<file path="config.mk">
export PLATFORM = sky130hd
export DESIGN_NAME = tone_command_controller_top
export DESIGN_NICKNAME = d
export VERILOG_FILES = /design/src/tcc_pkg.sv /design/src/tcc_div.sv /design/src/tcc_datapath.sv /design/src/tcc_ctrl.sv /design/src/tone_command_controller_top.sv
export SDC_FILE = /design/constraint.sdc
export NUM_CORES = 1
export LEC_CHECK = 0
export ABC_AREA = 1
export BUFFER_PORTS_ARGS = -buffer_cell sky130_fd_sc_hd__buf_2
export CAP_MARGIN = 15
export CELL_PAD_IN_SITES_DETAIL_PLACEMENT = 1
export CELL_PAD_IN_SITES_GLOBAL_PLACEMENT = 2
export CORE_MARGIN = 2
export CORE_UTILIZATION = 36
export DETAILED_ROUTE_END_ITERATION = 7
export PLACE_DENSITY = 0.79
export SYNTH_ARGS = -nofsm -noshare
export SYNTH_HDL_FRONTEND = slang
export SYNTH_HIERARCHICAL = 1
export SYNTH_SLANG_ARGS = --single-unit
</file>
<file path="constraint.sdc">
create_clock -name i_clk -period 7.4 [get_ports i_clk]
set_input_delay 0.37 -clock i_clk [delete_from_list [all_inputs] [get_ports i_clk]]
set_output_delay 0.37 -clock i_clk [all_outputs]
set_load 0.01 [all_outputs]
</file>
<file path="src/tcc_pkg.sv">
// Shared types, codes, defaults and the note frequency table of the tone command controller.
`default_nettype none
package tcc_pkg;

    // Action codes carried on the input word
    localparam logic [2:0] ACT_PLAY = 3'd0;
    localparam logic [2:0] ACT_STOP = 3'd1;
    localparam logic [2:0] ACT_BEEP = 3'd2;
    localparam logic [2:0] ACT_NOTE = 3'd3;
    localparam logic [2:0] ACT_TICK = 3'd4;

    // Configuration register indexes
    localparam int CFG_IDX_W = 3;
    localparam logic [CFG_IDX_W-1:0] CFG_REF_CLOCK = 3'd0;
    localparam logic [CFG_IDX_W-1:0] CFG_MAX_TONE  = 3'd1;
    localparam logic [CFG_IDX_W-1:0] CFG_BEEP_HZ   = 3'd2;
    localparam logic [CFG_IDX_W-1:0] CFG_BEEP_MS   = 3'd3;
    localparam logic [CFG_IDX_W-1:0] CFG_TICK_MS   = 3'd4;
    localparam int CFG_DATA_W = 24;

    // Register reset values
    localparam logic [23:0] REF_CLOCK_RST = 24'd1193180;
    localparam logic [15:0] MAX_TONE_RST  = 16'd20000;
    localparam logic [15:0] BEEP_HZ_RST   = 16'd750;
    localparam logic [15:0] BEEP_MS_RST   = 16'd100;
    localparam logic [9:0]  TICK_MS_RST   = 10'd10;

    // Default parameter values
    localparam int NOTE_COUNT_DEF  = 128;
    localparam int DIVISOR_MAX_DEF = 65535;
    localparam int COUNT_BITS_DEF  = 24;

    // Shared divider widths: 24-bit dividend, 16-bit divisor
    localparam int DIV_NW = 24;
    localparam int DIV_DW = 16;

    // Note table size
    localparam int NOTE_ROM_SIZE = 128;

    localparam logic [15:0] NOTE_ROM [NOTE_ROM_SIZE] = '{
        16'd8, 16'd9, 16'd9, 16'd10, 16'd10, 16'd11, 16'd12, 16'd12,
        16'd13, 16'd14, 16'd15, 16'd15, 16'd16, 16'd17, 16'd18, 16'd19,
        16'd21, 16'd22, 16'd23, 16'd25, 16'd26, 16'd28, 16'd29, 16'd31,
        16'd33, 16'd35, 16'd37, 16'd39, 16'd41, 16'd44, 16'd46, 16'd49,
        16'd52, 16'd55, 16'd58, 16'd62, 16'd65, 16'd69, 16'd73, 16'd78,
        16'd82, 16'd87, 16'd93, 16'd98, 16'd104, 16'd110, 16'd117, 16'd123,
        16'd131, 16'd139, 16'd147, 16'd156, 16'd165, 16'd175, 16'd185, 16'd196,
        16'd208, 16'd220, 16'd233, 16'd247, 16'd262, 16'd277, 16'd294, 16'd311,
        16'd330, 16'd349, 16'd370, 16'd392, 16'd415, 16'd440, 16'd466, 16'd494,
        16'd523, 16'd554, 16'd587, 16'd622, 16'd659, 16'd698, 16'd740, 16'd784,
        16'd831, 16'd880, 16'd932, 16'd988, 16'd1047, 16'd1109, 16'd1175, 16'd1245,
        16'd1319, 16'd1397, 16'd1480, 16'd1568, 16'd1661, 16'd1760, 16'd1865, 16'd1976,
        16'd2093, 16'd2217, 16'd2349, 16'd2489, 16'd2637, 16'd2794, 16'd2960, 16'd3136,
        16'd3322, 16'd3520, 16'd3729, 16'd3951, 16'd4186, 16'd4435, 16'd4699, 16'd4978,
        16'd5274, 16'd5588, 16'd5920, 16'd6272, 16'd6645, 16'd7040, 16'd7459, 16'd7902,
        16'd8372, 16'd8870, 16'd9397, 16'd9956, 16'd10548, 16'd11175, 16'd11840, 16'd12544
    };

    // Controller to datapath commands
    typedef struct packed {
        logic load_cmd;
        logic start_tone;
        logic start_tick;
        logic cap_tone;
        logic cap_tick;
        logic commit;
    } t_dp_cmd;

    // Datapath to controller status
    typedef struct packed {
        logic need_tone;
        logic need_tick;
        logic div_busy;
        logic div_done;
    } t_dp_status;

endpackage
`default_nettype wire

</file>
<file path="src/tcc_div.sv">
// Restoring serial divider, one quotient bit per cycle.
`default_nettype none
module tcc_div #(
    parameter int NW = tcc_pkg::DIV_NW,
    parameter int DW = tcc_pkg::DIV_DW
) (
    input  wire logic          i_clk,
    input  wire logic          i_rst_n,
    input  wire logic          i_start,
    input  wire logic [NW-1:0] i_dividend,
    input  wire logic [DW-1:0] i_divisor,
    output logic               o_busy,
    output logic               o_done,
    output logic [NW-1:0]      o_quo,
    output logic [DW-1:0]      o_rem
);
    localparam int CW = (NW > 1) ? $clog2(NW) : 1;
    localparam logic [CW-1:0] LAST = CW'(NW - 1);

    logic          r_busy;
    logic          r_done;
    logic [CW-1:0] r_cnt;
    logic [NW-1:0] r_quo;
    logic [DW-1:0] r_rem;
    logic [DW-1:0] r_d;
    logic [DW:0]   w_sh;
    logic [DW:0]   w_diff;
    logic          w_ge;

    // Trial subtract of the shifted partial remainder
    always_comb begin
        w_sh   = {r_rem, r_quo[NW-1]};
        w_diff = w_sh - {1'b0, r_d};
        w_ge   = (w_sh >= {1'b0, r_d});
    end

    // Control: run NW steps after start
    always_ff @(posedge i_clk) begin
        if (!i_rst_n) begin
            r_busy <= 1'b0;
            r_done <= 1'b0;
            r_cnt  <= '0;
        end else begin
            r_done <= !i_start && r_busy && (r_cnt == LAST);
            if (i_start) begin
                r_busy <= 1'b1;
                r_cnt  <= '0;
            end else if (r_busy) begin
                r_cnt <= r_cnt + 1'b1;
                if (r_cnt == LAST) begin
                    r_busy <= 1'b0;
                end
            end
        end
    end

    // Datapath: load operands, then shift in one quotient bit a cycle
    always_ff @(posedge i_clk) begin
        if (i_start) begin
            r_quo <= i_dividend;
            r_rem <= '0;
            r_d   <= i_divisor;
        end else if (r_busy) begin
            r_rem <= w_ge ? w_diff[DW-1:0] : w_sh[DW-1:0];
            r_quo <= {r_quo[NW-2:0], w_ge};
        end
    end

    assign o_busy = r_busy;
    assign o_done = r_done;
    assign o_quo  = r_quo;
    assign o_rem  = r_rem;
endmodule
`default_nettype wire

</file>
<file path="src/tcc_datapath.sv">
// Command, configuration and tone state registers with the shared divider.
`default_nettype none
module tcc_datapath #(
    parameter int NOTE_COUNT  = tcc_pkg::NOTE_COUNT_DEF,
    parameter int DIVISOR_MAX = tcc_pkg::DIVISOR_MAX_DEF,
    parameter int COUNT_BITS  = tcc_pkg::COUNT_BITS_DEF
) (
    input  wire logic                            i_clk,
    input  wire logic                            i_rst_n,
    input  wire logic                            i_cfg_we,
    input  wire logic [tcc_pkg::CFG_IDX_W-1:0]   i_cfg_idx,
    input  wire logic [tcc_pkg::CFG_DATA_W-1:0]  i_cfg_wdata,
    input  wire logic [2:0]                      i_action,
    input  wire logic [15:0]                     i_freq_hz,
    input  wire logic [23:0]                     i_duration_ms,
    input  wire logic [7:0]                      i_note,
    input  wire tcc_pkg::t_dp_cmd                i_cmd,
    output tcc_pkg::t_dp_status                  o_status_bus,
    output logic [15:0]                          o_divisor,
    output logic                                 o_divisor_loaded,
    output logic                                 o_gate_on,
    output logic                                 o_timed_active,
    output logic                                 o_status
);
    localparam int NW = tcc_pkg::DIV_NW;
    localparam int DW = tcc_pkg::DIV_DW;
    localparam int TW = (COUNT_BITS > NW + 1) ? COUNT_BITS : NW + 1;
    localparam logic [TW-1:0] CMAX = TW'((64'd1 << COUNT_BITS) - 64'd1);

    // Configuration registers
    logic [23:0] r_ref_clock;
    logic [15:0] r_max_tone;
    logic [15:0] r_beep_hz;
    logic [15:0] r_beep_ms;
    logic [9:0]  r_tick_ms;

    // Latched command word
    logic [2:0]  r_act;
    logic [15:0] r_freq;
    logic [23:0] r_dur;
    logic [7:0]  r_note;

    // Tone state
    logic [15:0]           r_div;
    logic                  r_gate;
    logic [COUNT_BITS-1:0] r_ticks;

    // Staged division results
    logic [15:0]           r_q;
    logic [COUNT_BITS-1:0] r_t;

    // Output word
    logic [15:0] r_o_div;
    logic        r_o_loaded;
    logic        r_o_gate;
    logic        r_o_timed;
    logic        r_o_status;

    logic        w_note_ok;
    logic [15:0] w_nf;
    logic [15:0] w_tone_f;
    logic [23:0] w_ms;
    logic [9:0]  w_tm;
    logic        w_tone_act;
    logic        w_tone_ok;
    logic        w_timed;
    logic        w_clear_ticks;

    logic          w_div_start;
    logic [NW-1:0] w_div_n;
    logic [DW-1:0] w_div_d;
    logic          w_div_busy;
    logic          w_div_done;
    logic [NW-1:0] w_div_quo;
    logic [DW-1:0] w_div_rem;

    logic [15:0]           n_q;
    logic [TW-1:0]         w_tc;
    logic [TW-1:0]         w_tsat;
    logic [15:0]           n_div;
    logic                  n_gate;
    logic [COUNT_BITS-1:0] n_ticks;
    logic                  n_loaded;
    logic                  n_status;

    // Decode the latched command
    always_comb begin
        w_note_ok = ({1'b0, r_note} < 9'(NOTE_COUNT)) && !r_note[7];
        w_nf      = w_note_ok ? tcc_pkg::NOTE_ROM[r_note[6:0]] : 16'd0;
        w_tm      = (r_tick_ms == 10'd0) ? 10'd1 : r_tick_ms;
        w_tone_f      = r_freq;
        w_ms          = r_dur;
        w_tone_act    = 1'b0;
        w_timed       = 1'b0;
        w_clear_ticks = 1'b0;
        unique case (r_act)
            tcc_pkg::ACT_PLAY: begin
                w_tone_act    = 1'b1;
                w_clear_ticks = 1'b1;
            end
            tcc_pkg::ACT_STOP: begin
                w_clear_ticks = 1'b1;
            end
            tcc_pkg::ACT_BEEP: begin
                w_tone_f   = (r_freq == 16'd0) ? r_beep_hz : r_freq;
                w_ms       = (r_dur == 24'd0) ? {8'd0, r_beep_ms} : r_dur;
                w_tone_act = 1'b1;
                w_timed    = 1'b1;
            end
            tcc_pkg::ACT_NOTE: begin
                w_tone_f = w_nf;
                if (r_dur == 24'd0) begin
                    w_tone_act    = 1'b1;
                    w_clear_ticks = 1'b1;
                end else if (w_nf != 16'd0) begin
                    w_tone_act = 1'b1;
                    w_timed    = 1'b1;
                end
            end
            default: begin
            end
        endcase
        w_tone_ok = w_tone_act && (w_tone_f != 16'd0) && (w_tone_f <= r_max_tone);
    end

    // Divider operands: tick count when asked, tone divisor otherwise
    always_comb begin
        w_div_start = i_cmd.start_tone || i_cmd.start_tick;
        if (i_cmd.start_tick) begin
            w_div_n = w_ms;
            w_div_d = {6'd0, w_tm};
        end else begin
            w_div_n = r_ref_clock;
            w_div_d = w_tone_f;
        end
    end

    tcc_div #(
        .NW (NW),
        .DW (DW)
    ) u_div (
        .i_clk      (i_clk),
        .i_rst_n    (i_rst_n),
        .i_start    (w_div_start),
        .i_dividend (w_div_n),
        .i_divisor  (w_div_d),
        .o_busy     (w_div_busy),
        .o_done     (w_div_done),
        .o_quo      (w_div_quo),
        .o_rem      (w_div_rem)
    );

    // Clamp the tone divisor and round up the tick count
    always_comb begin
        if (w_div_quo > NW'(DIVISOR_MAX)) begin
            n_q = 16'(DIVISOR_MAX);
        end else if (w_div_quo == '0) begin
            n_q = 16'd1;
        end else begin
            n_q = w_div_quo[15:0];
        end
        w_tc = TW'(w_div_quo) + TW'(w_div_rem != '0);
        if (w_tc == '0) begin
            w_tsat = TW'(1);
        end else if (w_tc > CMAX) begin
            w_tsat = CMAX;
        end else begin
            w_tsat = w_tc;
        end
    end

    // Next tone state for the command being finished
    always_comb begin
        n_div    = r_div;
        n_gate   = r_gate;
        n_ticks  = r_ticks;
        n_loaded = 1'b0;
        n_status = 1'b0;
        priority if (r_act == tcc_pkg::ACT_TICK) begin
            if (r_ticks != '0) begin
                n_ticks = r_ticks - 1'b1;
                if (r_ticks == COUNT_BITS'(1)) begin
                    n_gate = 1'b0;
                end
            end
        end else if (r_act > tcc_pkg::ACT_TICK) begin
            n_status = 1'b1;
        end else begin
            if (w_clear_ticks) begin
                n_ticks = '0;
            end
            if (w_timed) begin
                n_ticks = r_t;
            end
            if (r_act == tcc_pkg::ACT_STOP) begin
                n_gate = 1'b0;
            end
            if (w_tone_act) begin
                if (w_tone_ok) begin
                    n_div    = r_q;
                    n_loaded = 1'b1;
                    n_gate   = 1'b1;
                end else begin
                    n_gate = 1'b0;
                end
            end
        end
    end

    // Configuration writes; unknown indexes drop
    always_ff @(posedge i_clk) begin
        if (!i_rst_n) begin
            r_ref_clock <= tcc_pkg::REF_CLOCK_RST;
            r_max_tone  <= tcc_pkg::MAX_TONE_RST;
            r_beep_hz   <= tcc_pkg::BEEP_HZ_RST;
            r_beep_ms   <= tcc_pkg::BEEP_MS_RST;
            r_tick_ms   <= tcc_pkg::TICK_MS_RST;
        end else if (i_cfg_we) begin
            unique case (i_cfg_idx)
                tcc_pkg::CFG_REF_CLOCK: r_ref_clock <= i_cfg_wdata[23:0];
                tcc_pkg::CFG_MAX_TONE:  r_max_tone  <= i_cfg_wdata[15:0];
                tcc_pkg::CFG_BEEP_HZ:   r_beep_hz   <= i_cfg_wdata[15:0];
                tcc_pkg::CFG_BEEP_MS:   r_beep_ms   <= i_cfg_wdata[15:0];
                tcc_pkg::CFG_TICK_MS:   r_tick_ms   <= i_cfg_wdata[9:0];
                default: begin
                end
            endcase
        end
    end

    // Tone state update on commit
    always_ff @(posedge i_clk) begin
        if (!i_rst_n) begin
            r_div   <= '0;
            r_gate  <= 1'b0;
            r_ticks <= '0;
        end else if (i_cmd.commit) begin
            r_div   <= n_div;
            r_gate  <= n_gate;
            r_ticks <= n_ticks;
        end
    end

    // Payload registers: command word, staged results, output word
    always_ff @(posedge i_clk) begin
        if (i_cmd.load_cmd) begin
            r_act  <= i_action;
            r_freq <= i_freq_hz;
            r_dur  <= i_duration_ms;
            r_note <= i_note;
        end
        if (i_cmd.cap_tone) begin
            r_q <= n_q;
        end
        if (i_cmd.cap_tick) begin
            r_t <= COUNT_BITS'(w_tsat);
        end
        if (i_cmd.commit) begin
            r_o_div    <= n_div;
            r_o_loaded <= n_loaded;
            r_o_gate   <= n_gate;
            r_o_timed  <= (n_ticks != '0);
            r_o_status <= n_status;
        end
    end

    always_comb begin
        o_status_bus.need_tone = w_tone_ok;
        o_status_bus.need_tick = w_timed;
        o_status_bus.div_busy  = w_div_busy;
        o_status_bus.div_done  = w_div_done;
    end

    assign o_divisor        = r_o_div;
    assign o_divisor_loaded = r_o_loaded;
    assign o_gate_on        = r_o_gate;
    assign o_timed_active   = r_o_timed;
    assign o_status         = r_o_status;
endmodule
`default_nettype wire

</file>
<file path="src/tcc_ctrl.sv">
// Sequencer for one command: decode, up to two divisions, then result handoff.
`default_nettype none
module tcc_ctrl (
    input  wire logic                i_clk,
    input  wire logic                i_rst_n,
    input  wire logic                i_in_valid,
    output logic                     o_in_ready,
    output logic                     o_out_valid,
    input  wire logic                i_out_ready,
    input  wire tcc_pkg::t_dp_status i_st,
    output tcc_pkg::t_dp_cmd         o_cmd
);
    localparam logic [2:0] S_IDLE = 3'd0;
    localparam logic [2:0] S_DEC  = 3'd1;
    localparam logic [2:0] S_DIV1 = 3'd2;
    localparam logic [2:0] S_DIV2 = 3'd3;
    localparam logic [2:0] S_DONE = 3'd4;

    logic [2:0] r_state;
    logic [2:0] n_state;
    logic       r_out_valid;
    logic       n_out_valid;

    // Next state and commands
    always_comb begin
        n_state = r_state;
        o_cmd   = '0;
        unique case (r_state)
            S_IDLE: begin
                if (i_in_valid) begin
                    o_cmd.load_cmd = 1'b1;
                    n_state        = S_DEC;
                end
            end
            S_DEC: begin
                priority if (i_st.need_tone) begin
                    o_cmd.start_tone = 1'b1;
                    n_state          = S_DIV1;
                end else if (i_st.need_tick) begin
                    o_cmd.start_tick = 1'b1;
                    n_state          = S_DIV2;
                end else begin
                    n_state = S_DONE;
                end
            end
            S_DIV1: begin
                if (i_st.div_done) begin
                    o_cmd.cap_tone = 1'b1;
                    if (i_st.need_tick) begin
                        o_cmd.start_tick = 1'b1;
                        n_state          = S_DIV2;
                    end else begin
                        n_state = S_DONE;
                    end
                end
            end
            S_DIV2: begin
                if (i_st.div_done) begin
                    o_cmd.cap_tick = 1'b1;
                    n_state        = S_DONE;
                end
            end
            S_DONE: begin
                if (!r_out_valid || i_out_ready) begin
                    o_cmd.commit = 1'b1;
                    n_state      = S_IDLE;
                end
            end
            default: begin
                n_state = S_IDLE;
            end
        endcase
    end

    // Hold the result word until taken
    always_comb begin
        n_out_valid = r_out_valid;
        if (o_cmd.commit) begin
            n_out_valid = 1'b1;
        end else if (i_out_ready) begin
            n_out_valid = 1'b0;
        end
    end

    always_ff @(posedge i_clk) begin
        if (!i_rst_n) begin
            r_state     <= S_IDLE;
            r_out_valid <= 1'b0;
        end else begin
            r_state     <= n_state;
            r_out_valid <= n_out_valid;
        end
    end

    assign o_in_ready  = (r_state == S_IDLE);
    assign o_out_valid = r_out_valid;
endmodule
`default_nettype wire

</file>
<file path="src/tone_command_controller_top.sv">
// Top level of the tone command controller: sequencer, datapath and checks.
//
//  channel   signals                                       handshake
//  --------  --------------------------------------------  -------------------------
//  command   i_action i_freq_hz i_duration_ms i_note       i_in_valid / o_in_ready
//  result    o_divisor o_divisor_loaded o_gate_on          o_out_valid / i_out_ready
//            o_timed_active o_status
//  config    i_cfg_idx i_cfg_wdata                         i_cfg_we (no wait)
//
// One command word at a time. Stop, tick, invalid and out-of-range play words
// need no division; an in-range play needs one, as does a beep or timed note whose
// tone is out of range; a beep or timed note that sounds needs two. The shared
// 24-step serial divider serves both: one pass for the timer divisor, one for the
// tick count. Reset is synchronous and needs no clearing pass.
// A stalled result sits in the output register; the next word is taken the cycle
// after the following result has been written there.
`default_nettype none
module tone_command_controller_top #(
    parameter int NOTE_COUNT  = tcc_pkg::NOTE_COUNT_DEF,
    parameter int DIVISOR_MAX = tcc_pkg::DIVISOR_MAX_DEF,
    parameter int COUNT_BITS  = tcc_pkg::COUNT_BITS_DEF
) (
    input  wire logic                            i_clk,
    input  wire logic                            i_rst_n,
    input  wire logic                            i_cfg_we,
    input  wire logic [tcc_pkg::CFG_IDX_W-1:0]   i_cfg_idx,
    input  wire logic [tcc_pkg::CFG_DATA_W-1:0]  i_cfg_wdata,
    input  wire logic                            i_in_valid,
    output logic                                 o_in_ready,
    input  wire logic [2:0]                      i_action,
    input  wire logic [15:0]                     i_freq_hz,
    input  wire logic [23:0]                     i_duration_ms,
    input  wire logic [7:0]                      i_note,
    output logic                                 o_out_valid,
    input  wire logic                            i_out_ready,
    output logic [15:0]                          o_divisor,
    output logic                                 o_divisor_loaded,
    output logic                                 o_gate_on,
    output logic                                 o_timed_active,
    output logic                                 o_status
);
    tcc_pkg::t_dp_cmd    w_cmd;
    tcc_pkg::t_dp_status w_st;

    tcc_ctrl u_ctrl (
        .i_clk       (i_clk),
        .i_rst_n     (i_rst_n),
        .i_in_valid  (i_in_valid),
        .o_in_ready  (o_in_ready),
        .o_out_valid (o_out_valid),
        .i_out_ready (i_out_ready),
        .i_st        (w_st),
        .o_cmd       (w_cmd)
    );

    tcc_datapath #(
        .NOTE_COUNT  (NOTE_COUNT),
        .DIVISOR_MAX (DIVISOR_MAX),
        .COUNT_BITS  (COUNT_BITS)
    ) u_dp (
        .i_clk            (i_clk),
        .i_rst_n          (i_rst_n),
        .i_cfg_we         (i_cfg_we),
        .i_cfg_idx        (i_cfg_idx),
        .i_cfg_wdata      (i_cfg_wdata),
        .i_action         (i_action),
        .i_freq_hz        (i_freq_hz),
        .i_duration_ms    (i_duration_ms),
        .i_note           (i_note),
        .i_cmd            (w_cmd),
        .o_status_bus     (w_st),
        .o_divisor        (o_divisor),
        .o_divisor_loaded (o_divisor_loaded),
        .o_gate_on        (o_gate_on),
        .o_timed_active   (o_timed_active),
        .o_status         (o_status)
    );

    // One word in flight: after an accept the input side closes
    a_one_in_flight: assert property (@(posedge i_clk) disable iff (!i_rst_n)
        (i_in_valid && o_in_ready) |=> !o_in_ready)
        else $error("command accepted while previous word in flight");

    // The divider is never restarted mid-run
    a_div_no_restart: assert property (@(posedge i_clk) disable iff (!i_rst_n)
        (w_cmd.start_tone || w_cmd.start_tick) |-> !w_st.div_busy)
        else $error("divider started while busy");

    // An invalid word never reprograms the divisor
    a_invalid_no_load: assert property (@(posedge i_clk) disable iff (!i_rst_n)
        (o_out_valid && o_status) |-> !o_divisor_loaded)
        else $error("invalid word reported a divisor load");

    // A fresh divisor is nonzero and turns the gate on
    a_load_gate: assert property (@(posedge i_clk) disable iff (!i_rst_n)
        (o_out_valid && o_divisor_loaded) |-> (o_gate_on && (o_divisor != 16'd0)))
        else $error("divisor load without gate or with zero divisor");
endmodule
`default_nettype wire

</file>
======== Word level (Yosys, flattened, before mapping) ========
Memories as Yosys holds them, arrays and structs flattened.
Index checks and enable logic that the tools add are counted.
word-level totals
  register bits ........................... 301
  bits in read-only memories .............. 2,048
  bits of input ports ..................... 83
  logic and storage cells ................. 163
  memories ................................ 1
memories
  memory            words  bits a word  read ports  clocked after memory_dff  wr ports  RTL line            text
  (name not given)  128    16           1           0                         0         tcc_datapath.sv:89  w_nf = w_note_ok ? tcc_pkg::NOTE_ROM[r_note[6:0]] : 16'd0;
cells by class
  add/sub/neg operators ................... 4
  $lt $le $gt $ge ......................... 7
  equality and inequality tests ........... 18
  mux-type cells .......................... 63
  bitwise logic cells ..................... 3
  reductions and logical operators ........ 37
operators with widths
  kind                   number
  $mux 24                11
  $mux 16                10
  $logic_not 24->1       2
  $reduce_bool 16->1     3
  $reduce_bool 24->1     2
  $pmux 16 s2            1
  $mux 1                 27
  $add 24x1->25          1
  $gt 25x24->1 const B   1
  $logic_not 25->1       1
  $eq 24x1->1 const B    1
  $gt 24x16->1 const B   1
  $sub 24x1->24 const B  1
  $mux 10                2
  $eq 3x2->1 const B     6
  $mux 3                 6
  $ge 17x16->1           1
  $le 16x16->1           1
  $logic_not 16->1       1
  $sub 16x16->16         1
  $pmux 3 s5             1
  $logic_not 10->1       1
  $reduce_and 2->1       5
  $reduce_or 2->1        5
  20 further kinds       40

======== Depth between registers and ports, before layout ========
  word-level depth ........................ 17
  depth in mapped cells ................... 38
  mapped depth without buffers ............ 35

======== Cells and area by module ========
Netlist, hierarchy kept.
modules (own cells, without submodules)
  module        instances  cells each  area each (um^2)
  tcc_datapath  1          1,858       13,459.2
  tcc_div       1          476         3,677.3
  tcc_ctrl      1          52          296.5

======== Least setup slack after synthesis ========
Ideal clock, no wire load.
  kind .................................... register -> register
  start ................................... register u_dp.r_note[1]
  end ..................................... register u_dp.u_div.r_quo[0] (netlist: u_dp/u_div/o_quo[0]), enable pin
  setup time .............................. 0.368 ns
  arrival ................................. 4.788 ns
  required time ........................... 7.032 ns
  slack ................................... 2.243 ns
  stages on the path, launching flop included .. 35
  buffers on the path ..................... 3
  clock period less this slack ............ 5.157 ns
  cell sequence ........................... edfxtp_1 inv_1 ha_1 inv_1 nand2_1 nand2_1 nand2_1 nand2_1 nand2_1 nand3_1 nand2_1 nand2_1 nand2_1 nand2_1 inv_1 ha_1 nand2_1 o21a_1 o221ai_1 nand2_1 nand3_1 nand2_1 nand2_1 clkinv_1 nand2_4 buf_12 inv_1 buf_4 nor2_1 nand2_1 o21ai_0 or2_2 clkbuf_1 nor2_1 inv_2
RTL lines
  element                 RTL line             text
  from (decl)             tcc_datapath.sv:41   logic [7:0] r_note;
  from (signal assigned)  tcc_datapath.sv:250  r_note <= i_note;
  to (signal assigned)    tcc_div.sv:60        r_quo <= i_dividend;
  to (signal assigned)    tcc_div.sv:65        r_quo <= {r_quo[NW-2:0], w_ge};
  to (decl)               tcc_div.sv:23        logic [NW-1:0] r_quo;

==> results.cfg <==
[place]
placement.cell_area_um2 = 18390
placed_cells = 3028
post-dp-hpwl_um = 44270
gp_routability_congestion = 0.9216
numPortBuffers = 104

[layout]
layoutNonFillerInstCount = 3147
n_fill_cell = 5930
nets = 2633
antenna_cells = 0
synthToLayoutAreaGrowth_pct = 15.44
finalInstanceArea_um2 = 20120
post_route_cells_drive_above_1_share_pct = 10.47
finalCoreUtilization_pct = 42.13

[clock_tree]
clock-root-buffer = sky130_fd_sc_hd__clkbuf_16
cts_tree = yes
numClockSinks = 301
clkLatencyLatePin_ns = 0.57
ctsHtreeMaxLevel = 2
clock_tree.buffer_depth = 3
clkTransAtPathRegs_ns = 0.06
cts_made_buffers = 37
cts-resized-gates = 0

[worst_setup_path]
worst-endpoint-required_ns = 7.57
crit-reg2reg-launch = u_dp/r_note[4]
cp_launch_type = register
critical_path.max_stage_delay_ns = 0.88
criticalPathCategory = register to register
worst_r2r_path_depth = 26
critical_path.max_fanout = 33
critical_path.endpoint_type = register
cp_common_cell = sky130_fd_sc_hd__nand2_1
worst_r2r_endpoint = u_dp/u_div/o_quo[19]
critPathArrivalTime_ns = 6.64
critPathSlowestCell = sky130_fd_sc_hd__edfxtp_1
r2r_setup_slack_ns = 0.94

[sta]
rsz0062_at_grt = no
timing.setup.tns_ns = 0
post-route-period-util_pct = 87.32
worstMarginPinSlew_ns = 1.011
report.final.hold_viol_count = 0
max_freq_mhz = 154.8
timing.clock.skew_ns = 0.03494
setup_viol = 0
clock_period_minus_worst_slack_ns = 6.462
timing.max_slew.rel_slack_pct = 32.53
slew_viol_final = 0

[global_routing]
first_pass_grt_wire_length_um = 94210
grt_pass1_vias = 16729
grtUsageTotal_pct = 24.01
initial_antenna_violation_count = 0
grt_overflow_total = 0
largest_net_degree_at_the_start_of_global_routing = 88

[min_path]
hold-path-endpoint = u_dp/r_ref_clock[22]
worstHoldPathCells = 3
holdCritPathClass = input pin to register
hold_path_startpoint = i_cfg_wdata[22]

[power]
pwr-share-comb_pct = 43.9
power_per_cell_area_nw_per_um2 = 375.4
power_frac_clock_pct = 23.9
totalPowerFinal_mw = 7.551
seqPwrFrac_pct = 32.2
p_sw_mw = 3.341
sw_frac_of_total_pct = 44.24
cell_internal_pwr_mw = 4.210
power_leakage_nw = 9.228
ir_drop_mv = 0.2114

[detailed_routing]
number_of_routed_nets_with_antenna_violations = 0
vias = 16341
drt_drc_violations_left = 0
dr.pass1.iters = 7
via_per_inst = 5.193
routed_wirelength_normalized_by_instance_count_um = 19.15
routed_wirelength_um = 60250
initialDrtViolationCount = 1097

[flow_run]
cap_violations = 0

[floorplan]
placeableCoreArea_um2 = 47750
dieArea_um2 = 50180
floorplan.die.height_um = 224.0
core.rowCount = 80
horiz_die_dim_um = 224.0
start_util_pct = 36.50
boundaryPins = 105

[logic_synthesis]
syn_nets = 2515
postSynthCellCount = 2385
synth_area_per_cell_um2 = 7.306
mappedNetlistArea_um2 = 17430
synthesis.yosys.warnings = 6

[run_status]
outcome = finished clean
-- what timing repair did --
action	4_1_cts	5_1_grt
hold buffers	51	0
hold endpoints to repair	51	0
setup buffers	0	0
-- critical path, delay by kind of cell, from the launching register on --
family | cells | cell delay, ns
AO/OA/AOI/OAI | 4 | 0.75
flip-flops | 1 | 0.88
adder cells (fa/ha/maj) | 1 | 0.14
AND/OR/NAND/NOR | 15 | 2.73
buffers and inverters | 6 | 1.56
-- registers in the layout, indices dropped and copies added (netlist names), 5 cells and up --
signal / flops
u_dp/r_beep_hz: 16
u_dp/r_tick_ms: 10
u_dp/r_ticks: 24
u_dp/u_div/r_cnt: 5
u_dp/r_dur: 24
u_dp/r_t: 24
u_dp/r_freq: 16
u_dp/u_div/r_d: 16
u_dp/r_max_tone: 16
u_dp/u_div/o_rem: 16
u_dp/r_q: 16
u_dp/r_ref_clock: 24
u_dp/r_beep_ms: 16
u_dp/r_div: 16
u_dp/u_div/o_quo: 24
u_dp/o_divisor: 16
u_dp/r_note: 8
-- power by group through the flow --
stage | clock [mW] | sequential, mW | combinational (mW)
after global routing | 1.92 | 2.46 | 3.74
after global placement | 0 | 2.45 | 3.23
after CTS | 1.85 | 2.42 | 3.32
final | 1.81 | 2.43 | 3.31
after floorplan | 0 | 2.33 | 2.38
after detailed placement | 0 | 2.46 | 3.28
-- per-stage QoR --
stage	setup WS, ns	hold slack [ns]
floorplan	2.243	0.4292
global placement	1.172	0.4431
detailed placement	1.016	0.4427
CTS	0.9794	0.008156
global route	0.3802	0.03553
finish	0.9382	0.03987
-- area by class of cell --
class	instances	area [µm²]	share of cell area (%)
inverter	284	1072	5.331
multi-input combinational	1706	8358	41.55
tap	615	769.5	3.825
clock inverter	16	146.4	0.7277
clock buffer	52	1066	5.299
timing repair buffer	173	1166	5.797
sequential	301	7537	37.47
-- layer usage --
layer	track usage, %	routed length [µm]	vias up
met5	0	0	-
met1	31.52	27340	7944
met3	2.571	2043	66
met4	6.409	1200	0
li1	-	-	8024
met2	41.94	29670	307
-- placed cells by master, fill, tap and decap left out, types with 20 or more instances in the layout --
cell type / count
sky130_fd_sc_hd__nand2_1: 664
sky130_fd_sc_hd__nand3_1: 202
sky130_fd_sc_hd__buf_2: 104
sky130_fd_sc_hd__nand4_1: 25
sky130_fd_sc_hd__nand2_2: 20
sky130_fd_sc_hd__edfxtp_1: 151
sky130_fd_sc_hd__dfxtp_1: 150
sky130_fd_sc_hd__nor3_1: 29
sky130_fd_sc_hd__o21ai_0: 174
sky130_fd_sc_hd__dlygate4sd3_1: 51
sky130_fd_sc_hd__clkbuf_16: 39
sky130_fd_sc_hd__xor2_1: 35
sky130_fd_sc_hd__inv_1: 259
sky130_fd_sc_hd__o211ai_1: 23
sky130_fd_sc_hd__ha_1: 46
sky130_fd_sc_hd__nor2_1: 266
sky130_fd_sc_hd__a21oi_1: 83
sky130_fd_sc_hd__a31oi_1: 23
-- worst max-delay path by stage --
stage | start | endpoint | slack, ns
3_5_place_dp | u_dp/r_note[2] | u_dp/u_div/o_rem[1] | 1.02
6_report | u_dp/r_note[4] | u_dp/u_div/o_quo[19] | 0.94
4_1_cts | u_dp/r_note[2] | u_dp/u_div/o_quo[19] | 0.98
5_1_grt | u_dp/r_note[2] | u_dp/u_div/o_rem[1] | 0.38
3_3_place_gp | u_dp/r_note[2] | u_dp/u_div/o_busy | 1.17
2_1_floorplan | u_dp/r_note[1] | u_dp/u_div/o_quo[0] | 2.24
Note: power is estimated with default switching activity, not from simulation.
